$ cat config.mk
export PLATFORM = sky130hd
export DESIGN_NAME = mdc_ctrl
export DESIGN_NICKNAME = d
export VERILOG_FILES = /design/src/hw/rtl/mdc_pkg.sv /design/src/hw/rtl/mdc_ctrl.sv
export SDC_FILE = /design/constraint.sdc
export NUM_CORES = 1
export LEC_CHECK = 0
export ABC_AREA = 1
export BUFFER_PORTS_ARGS = -buffer_cell sky130_fd_sc_hd__buf_2
export CORE_MARGIN = 10
export CORE_UTILIZATION = 44
export DETAILED_ROUTE_END_ITERATION = 6
export GPL_ROUTABILITY_DRIVEN = 0
export PLACE_DENSITY = 0.71
export SLEW_MARGIN = 20
export SYNTH_ARGS = -nofsm -noshare
export SYNTH_HDL_FRONTEND = slang
export SYNTH_SLANG_ARGS = --single-unit
export TNS_END_PERCENT = 5
$ cat constraint.sdc
create_clock -name clk -period 3.7 [get_ports clk]
set_input_delay 0.74 -clock clk [delete_from_list [all_inputs] [get_ports clk]]
set_output_delay 0.74 -clock clk [all_outputs]
set_load 0.02 [all_outputs]
$ cat src/hw/rtl/mdc_pkg.sv
package mdc_pkg;

	localparam logic [2:0] CFG_GAIN    = 3'd0;
	localparam logic [2:0] CFG_CAP     = 3'd1;
	localparam logic [2:0] CFG_SMOOTH  = 3'd2;
	localparam logic [2:0] CFG_DECEL   = 3'd3;
	localparam logic [2:0] CFG_INERTIA = 3'd4;

	localparam logic [12:0] DT_MAX      = 13'd6554;
	localparam logic [19:0] TEN_FX      = 20'd655360;
	localparam logic [15:0] NINE_TENTHS = 16'd58982;
	localparam logic [40:0] SMALL_LEN2  = 41'd429496;
	localparam logic [31:0] S_OFF_MAX   = 32'd6;
	localparam logic [31:0] S_BLEND_MAX = 32'd65529;
	localparam logic [31:0] S_AVG_MAX   = 32'd65542;
	localparam logic [16:0] FX_ONE      = 17'd65536;
	// 2^23 / 10, rounded up; exact floor(y/10) for y below 2^20
	localparam logic [33:0] RECIP_TEN   = 34'd838861;

	localparam logic [1:0] CHG_NONE  = 2'd0;
	localparam logic [1:0] CHG_PRESS = 2'd1;
	localparam logic [1:0] CHG_REL   = 2'd2;

	typedef enum logic [1:0] {
		SM_OFF,
		SM_BLEND,
		SM_AVG,
		SM_TIMED
	} smode_t;

	typedef enum logic [4:0] {
		OP_NONE,
		OP_LOAD,
		OP_PLAIN,
		OP_ACC_SQ,
		OP_ACC_G,
		OP_ACC_WR,
		OP_BL_SQ,
		OP_TM_SQ,
		OP_SUM,
		OP_SQ_START,
		OP_BL_LM,
		OP_BL_DV,
		OP_BL_AMT,
		OP_TM_R,
		OP_TM_AMT,
		OP_AP_MUL,
		OP_AP_WR,
		OP_AVG,
		OP_IN_K,
		OP_IN_KW,
		OP_IN_MUL,
		OP_IN_WR,
		OP_OUT
	} op_t;

	typedef enum logic [4:0] {
		ST_IDLE,
		ST_PLAIN,
		ST_ACC_SQ,
		ST_ACC_G,
		ST_ACC_WR,
		ST_BL_SQ,
		ST_BL_SUM,
		ST_SQ_START,
		ST_SQ_WAIT,
		ST_BL_LM,
		ST_BL_DV,
		ST_BL_AMT,
		ST_TM_SQ,
		ST_TM_SUM,
		ST_TM_R,
		ST_TM_AMT,
		ST_AP_MUL,
		ST_AP_WR,
		ST_AVG,
		ST_IN_K,
		ST_IN_KW,
		ST_IN_MUL,
		ST_IN_WR,
		ST_OUT
	} state_t;

	typedef struct packed {
		op_t  op;
		logic axis;
	} cmd_t;

	typedef struct packed {
		logic   gain_on;
		smode_t smode;
		logic   inert_on;
		logic   sq_busy;
		logic   out_free;
	} sts_t;

	function automatic logic signed [31:0] sat32(input logic signed [67:0] v);
		logic signed [31:0] r;
		if (v > 68'sd2147483647) begin
			r = 32'sh7FFFFFFF;
		end else if (v < -68'sd2147483648) begin
			r = 32'sh80000000;
		end else begin
			r = v[31:0];
		end
		return r;
	endfunction

endpackage

$ cat src/hw/rtl/mdc_ctrl.sv
module mdc_ctrl (
	input  logic          clk,
	input  logic          arst_n,
	input  logic          in_valid,
	output logic          in_ready,
	input  mdc_pkg::sts_t sts,
	output mdc_pkg::cmd_t cmd
);
	import mdc_pkg::*;

	state_t state_q, state_d;
	logic   axis_q;
	state_t after_acc, after_smooth;

	always_comb begin
		after_smooth = sts.inert_on ? ST_IN_K : ST_OUT;
		case (sts.smode)
			SM_OFF:   after_acc = after_smooth;
			SM_BLEND: after_acc = ST_BL_SQ;
			SM_AVG:   after_acc = ST_AVG;
			SM_TIMED: after_acc = ST_TM_SQ;
			default:  after_acc = after_smooth;
		endcase
	end

	always_comb begin
		state_d = state_q;
		case (state_q)
			ST_IDLE:     if (in_valid) state_d = sts.gain_on ? ST_ACC_SQ : ST_PLAIN;
			ST_PLAIN:    state_d = after_acc;
			ST_ACC_SQ:   state_d = ST_ACC_G;
			ST_ACC_G:    state_d = ST_ACC_WR;
			ST_ACC_WR:   state_d = axis_q ? after_acc : ST_ACC_SQ;
			ST_BL_SQ:    state_d = ST_BL_SUM;
			ST_BL_SUM:   state_d = axis_q ? ST_SQ_START : ST_BL_SQ;
			ST_SQ_START: state_d = ST_SQ_WAIT;
			ST_SQ_WAIT:  if (!sts.sq_busy) state_d = ST_BL_LM;
			ST_BL_LM:    state_d = ST_BL_DV;
			ST_BL_DV:    state_d = ST_BL_AMT;
			ST_BL_AMT:   state_d = ST_AP_MUL;
			ST_TM_SQ:    state_d = ST_TM_SUM;
			ST_TM_SUM:   state_d = axis_q ? ST_TM_R : ST_TM_SQ;
			ST_TM_R:     state_d = ST_TM_AMT;
			ST_TM_AMT:   state_d = ST_AP_MUL;
			ST_AP_MUL:   state_d = ST_AP_WR;
			ST_AP_WR:    state_d = axis_q ? after_smooth : ST_AP_MUL;
			ST_AVG:      state_d = after_smooth;
			ST_IN_K:     state_d = ST_IN_KW;
			ST_IN_KW:    state_d = ST_IN_MUL;
			ST_IN_MUL:   state_d = ST_IN_WR;
			ST_IN_WR:    state_d = axis_q ? ST_OUT : ST_IN_MUL;
			ST_OUT:      if (sts.out_free) state_d = ST_IDLE;
			default:     state_d = ST_IDLE;
		endcase
	end

	always_comb begin
		in_ready = 1'b0;
		cmd.axis = axis_q;
		cmd.op   = OP_NONE;
		case (state_q)
			ST_IDLE: begin
				in_ready = 1'b1;
				if (in_valid) cmd.op = OP_LOAD;
			end
			ST_PLAIN:    cmd.op = OP_PLAIN;
			ST_ACC_SQ:   cmd.op = OP_ACC_SQ;
			ST_ACC_G:    cmd.op = OP_ACC_G;
			ST_ACC_WR:   cmd.op = OP_ACC_WR;
			ST_BL_SQ:    cmd.op = OP_BL_SQ;
			ST_BL_SUM:   cmd.op = OP_SUM;
			ST_SQ_START: cmd.op = OP_SQ_START;
			ST_SQ_WAIT:  cmd.op = OP_NONE;
			ST_BL_LM:    cmd.op = OP_BL_LM;
			ST_BL_DV:    cmd.op = OP_BL_DV;
			ST_BL_AMT:   cmd.op = OP_BL_AMT;
			ST_TM_SQ:    cmd.op = OP_TM_SQ;
			ST_TM_SUM:   cmd.op = OP_SUM;
			ST_TM_R:     cmd.op = OP_TM_R;
			ST_TM_AMT:   cmd.op = OP_TM_AMT;
			ST_AP_MUL:   cmd.op = OP_AP_MUL;
			ST_AP_WR:    cmd.op = OP_AP_WR;
			ST_AVG:      cmd.op = OP_AVG;
			ST_IN_K:     cmd.op = OP_IN_K;
			ST_IN_KW:    cmd.op = OP_IN_KW;
			ST_IN_MUL:   cmd.op = OP_IN_MUL;
			ST_IN_WR:    cmd.op = OP_IN_WR;
			ST_OUT:      if (sts.out_free) cmd.op = OP_OUT;
			default:     cmd.op = OP_NONE;
		endcase
	end

	always_ff @(posedge clk or negedge arst_n) begin
		if (!arst_n) begin
			state_q <= ST_IDLE;
			axis_q  <= 1'b0;
		end else begin
			state_q <= state_d;
			// every per-axis group runs x then y and ends back on x
			if (state_q == ST_ACC_WR || state_q == ST_BL_SUM || state_q == ST_TM_SUM ||
			    state_q == ST_AP_WR || state_q == ST_IN_WR) begin
				axis_q <= ~axis_q;
			end
		end
	end
endmodule

======== Word-level counts from Yosys, hierarchy flattened ========
Index checks and enable logic that the tools add are counted.
storage, ports and cells
  bits in registers ....................... 6
  output and inout port bits .............. 7
  input port bits ......................... 9
cells by class
  muxes and demuxes ....................... 16
  reduce and logical (&&, ||, !) cells .... 9
  equal/unequal tests ..................... 29
  bitwise logic cells ..................... 1
operator list
  operator                                              count
  case mux 5 bit (23 select lines)                      1
  case mux 5 bit (22 select lines)                      1
  equality test 5 x 4 -> 1 bit (second input constant)  8
  equality test 5 bit (second input constant)           8
  2-to-1 mux 5 bit                                      5
  equality test 5 x 3 -> 1 bit (second input constant)  4
  case mux 5 bit (4 select lines)                       1
  equality test 5 x 2 -> 1 bit (second input constant)  2
  2-to-1 mux 2 bit                                      4
  2-to-1 mux 3 bit                                      2
  != test 2 bit (second input constant)                 3
  equality test 5 x 1 -> 1 bit (second input constant)  1
  logical NOT 5 bit                                     1
  equality test 2 bit (second input constant)           2
  logical OR 1 bit                                      4
  OR reduction 2 bit                                    2
  AND reduction 3 bit                                   1
  equality test 2 x 1 -> 1 bit (second input constant)  1
  logical NOT 2 bit                                     1
  2-to-1 mux 1 bit                                      2
  inverter 1 bit                                        1

======== Logic depth before layout (Yosys ltp) ========
  depth after elaboration ................. 5
  mapped depth ............................ 9
  depth with buffers taken out ............ 9

======== Worst setup path after synthesis ========
OpenSTA, ideal clock, no wires.
  kind .................................... register -> output
  from .................................... register state_q[1]
  to ...................................... output port cmd[1] (netlist bit)
  path slack .............................. 1705 ps
  required time ........................... 2960 ps
  cell stages (with the launch flop) ...... 8
  data arrival time ....................... 1255 ps
  cell sequence ........................... dfrtp_1 -> nor2_4 -> nand2_1 -> inv_1 -> nand2_1 -> inv_1 -> a21oi_1 -> nand4_1
RTL lines
  element                 line            RTL
  from (decl)             mdc_ctrl.sv:11  state_t state_q, state_d;
  from (signal assigned)  mdc_ctrl.sv:98  state_q <= state_d;
  to (decl)               mdc_ctrl.sv:7   output mdc_pkg::cmd_t cmd

==> results.md <==
| Parameter | Value |
|:---|:---|
| Outcome | complete, no violations |
| Warnings from Yosys | 0 |
| Endpoint arrival time on the critical path | 1.98 ns |
| Pre-antenna DRT Iters | 4 |
| Required time of the critical path | 2.96 ns |
| Delay of the slowest cell on the worst path | 0.52 ns |
| Maximum number of buffers from clock root to sink | 2 |
| Die Y-Extent | 62.0 µm |
| Max Fclk | 0.367 GHz |
| Total negative slack for setup checks | 0 ns |
| Hold Path Class | input port to async pin |
| Logic gate share of total power | 0.738 |
| Fraction of post-synthesis cell area in the top cell type by area | 0.228 |
| Leading cell types by count after synthesis | 47 x sky130_fd_sc_hd__nand2_1, 20 x sky130_fd_sc_hd__nand3_1, 20 x sky130_fd_sc_hd__nor2_1 |
| Number of I/O port buffers | 15 |
| Leakage Power | 0.534 nW |
| Minimum clock period after layout | 2.72 ns |
| Worst setup EP type | output port |
| Dominant cell type by area after synthesis | sky130_fd_sc_hd__nand2_1 |
| Setup slack on the worst flop-to-flop path | 1.96 ns |
| Share of total power in sequential cells | 0.191 |
| CTS Root Cell | sky130_fd_sc_hd__clkbuf_4 |
| Worst Skew | 0.000113 ns |
| Max FO, Critical Path | 11 |
| Final cell area excluding filler cells | 873 µm² |
| Detailed-route vias per instance | 5.91 |
| Die width | 62.0 µm |
| Fraction of final layout cells sized beyond drive strength 1 | 0.164 |
| Post-Synthesis Mean Instance Area | 5.38 µm² |
| Initial antenna violation count | 0 |
| Psw | 512 µW |
| Largest cells by area after synthesis | sky130_fd_sc_hd__nand2_1 23%, sky130_fd_sc_hd__dfrtp_1 19%, sky130_fd_sc_hd__nand3_1 13% |
| Worst max-slew margin expressed relative to the limit | 0.570 |
| Post-CTS Setup Inserts | 0 |
| Cell Pwr Density | 970 nW/µm² |
| Number of max-slew violations in the final report | 0 |
| Number of failing hold endpoints at the final stage | 0 |
| Cells along the critical path | nor2_1 > nand2_1 > o21ai_1 > nor2_1 > nand4_1 > buf_2 |
| Worst voltage drop across the vdd grid | 0.000515 V |
| Cell repeated most along the worst path | sky130_fd_sc_hd__nor2_1 |
| I/O pin count | 16 |
| Element type at the critical path start | flip-flop |
| Wirelength, routed | 2450 µm |
| Transition at the pin with the smallest max-transition slack | 0.642 ns |
| Nets | 170 |
| Final period util | 0.736 |
| Top-count cell post-synth | sky130_fd_sc_hd__nand2_1 |
| Library cells used by synthesis | 20 |
| Logic depth of the worst register-to-register path | 7 |
| P_int | 335 µW |
| Clock edge transition at the registers on the reported setup and hold paths | 0.05 ns |
| Share of total power in the clock network | 0.070 |
| Critical Path Slowest Stage Cell | sky130_fd_sc_hd__nor2_1 |
| Drt initial violations | 88 |
| MaxCap Viol Count | 0 |
| Setup repair after global routing missed its margin | no |
| DP Wirelength | 2040 µm |
| Clk sinks | 6 |
| Site Rows | 15 |
| Area growth, synth to finish | 12.8% |
| Post-detailed-route DRC marker count | 0 |
| Initial core utilization | 0.459 |
| Clock tree from TritonCTS | yes |
| Number of synthesized register bits | 6 |
| Worst reg2reg startpoint | state_q[3]$_DFFE_PN0P_ |
| Maximum level of the CTS H-tree | 1 |
| Routed Antenna Nets | 0 |
| GRT Total Usage | 0.137 |
| Number of hold buffers added after cts | 0 |
| Floorplan die area | 3840 µm² |
| Total inserted antenna cells | 0 |
| Number of global-route vias before repair | 950 |
| Endpoint of the worst-slack reg-to-reg timing path | state_q[2]$_DFFE_PN0P_ |
| Insertion delay to the later sink of the worst-skew pair | 0.24 ns |
| Number of enable-type register cells in the synthesized netlist | 0 |
| Sequential share of the synthesized area | 0.194 |
| Clock buffers created by TritonCTS | 3 |
| Pin count of the biggest net entering global routing | 15 |
| Setup violations, final | 0 |
| Total congestion overflow | 0 |
| Post-Syn Area | 774 µm² |
| Syn Inst Count | 144 |
| Sw Share | 0.604 |
| Top_reg_cell synth | sky130_fd_sc_hd__dfrtp_1 |
| Core region area | 1690 µm² |
| Global-route wire length before repair | 4080 µm |
| Routed len/inst | 13.9 µm |
| Total power after layout | 847 µW |
| Share of synthesized registers carrying an async set or reset | 1.00 |
| Number of gates resized after CTS | 0 |
| Net count after synthesis | 153 |
| Crit Path Class | flip-flop to output port |
| Placed instance area | 851 µm² |
| Number of vias in the routed layout | 1041 |
[registers in the layout (all words and copies together), names as in the netlist]
name	count
state_q	5
axis_q	1
[routing by layer]
| layer | vias up | GRT usage | routed length, µm |
|---|---|---|---|
| li1 | 501 | - | - |
| met2 | 72 | 0.240 | 1220 |
| met5 | - | 0 | 0 |
| met1 | 462 | 0.168 | 944 |
| met3 | 6 | 0.0163 | 269 |
| met4 | 0 | 0.0446 | 17 |
[kinds of logic after synthesis]
family / after synthesis / share of synthesized area
flip-flops: 6 / 0.194
AND/OR/NAND/NOR: 106 / 0.611
AO/OA/AOI/OAI: 10 / 0.0711
buffers and inverters: 21 / 0.113
XOR/XNOR: 1 / 0.0113
[how the worst max path moves through the flow]
stage	from	endpoint	slack, ns	cells past startpoint
6_report	state_q[3]$_DFFE_PN0P_	cmd[5]	0.98	6
5_1_grt	state_q[3]$_DFFE_PN0P_	cmd[1]	0.80	6
4_1_cts	state_q[3]$_DFFE_PN0P_	cmd[5]	1.04	6
3_5_place_dp	state_q[3]$_DFFE_PN0P_	cmd[5]	1.30	6
3_3_place_gp	state_q[3]$_DFFE_PN0P_	cmd[5]	1.35	6
2_1_floorplan	state_q[1]$_DFFE_PN0P_	cmd[1]	1.70	7
[cells in the final DEF, fill, tap and decap left out, types with 2 or more instances in the layout]
cell type,synthesis,routed
sky130_fd_sc_hd__nor2_1,20,20
sky130_fd_sc_hd__nor2_4,2,2
sky130_fd_sc_hd__dfrtp_1,6,6
sky130_fd_sc_hd__buf_2,1,15
sky130_fd_sc_hd__nand4_1,6,6
sky130_fd_sc_hd__inv_2,3,3
sky130_fd_sc_hd__nand2_1,47,47
sky130_fd_sc_hd__inv_1,15,15
sky130_fd_sc_hd__clkbuf_4,0,3
sky130_fd_sc_hd__a21oi_1,3,3
sky130_fd_sc_hd__nand3_1,20,20
sky130_fd_sc_hd__o21ai_0,4,4
sky130_fd_sc_hd__nor2_2,2,2
sky130_fd_sc_hd__nor3_1,7,7
[final cells by class]
cell class | instances | area, µm²
multi-input combinational | 117 | 537
sequential | 6 | 150
inverter | 18 | 67.6
timing repair buffer | 15 | 75.1
tap | 17 | 21.3
clock buffer | 3 | 22.5
fill | 182 | 816
[power groups by stage]
| stage | clock (mW) | sequential (mW) | combinational (mW) |
|---|---|---|---|
| after CTS | 0.0609 | 0.160 | 0.619 |
| after global routing | 0.0638 | 0.169 | 0.691 |
| final | 0.0597 | 0.162 | 0.626 |
| after floorplan | 0 | 0.141 | 0.477 |
| after global placement | 0 | 0.159 | 0.613 |
| after detailed placement | 0 | 0.161 | 0.616 |
[stage by stage]
step / instances / hold slack [ns] / setup WS, ns / utilization
final: 176 / 0.309 / 0.978 / 0.517
after CTS: 176 / 0.310 / 1.04 / 0.517
after global routing: 176 / 0.311 / 0.797 / 0.517
after floorplan: 144 / 0.444 / 1.70 / -
after detailed placement: 173 / 0.565 / 1.30 / 0.504
after global placement: 173 / 0.562 / 1.35 / 0.504
[critical path, delay by kind of cell (launching register included)]
kind            cells  cell delay [ns]
simple gates        4             0.88
compound gates      1             0.25
buf+inv             1             0.17
flops               1             0.44
Power figures use the tool's default switching activity.
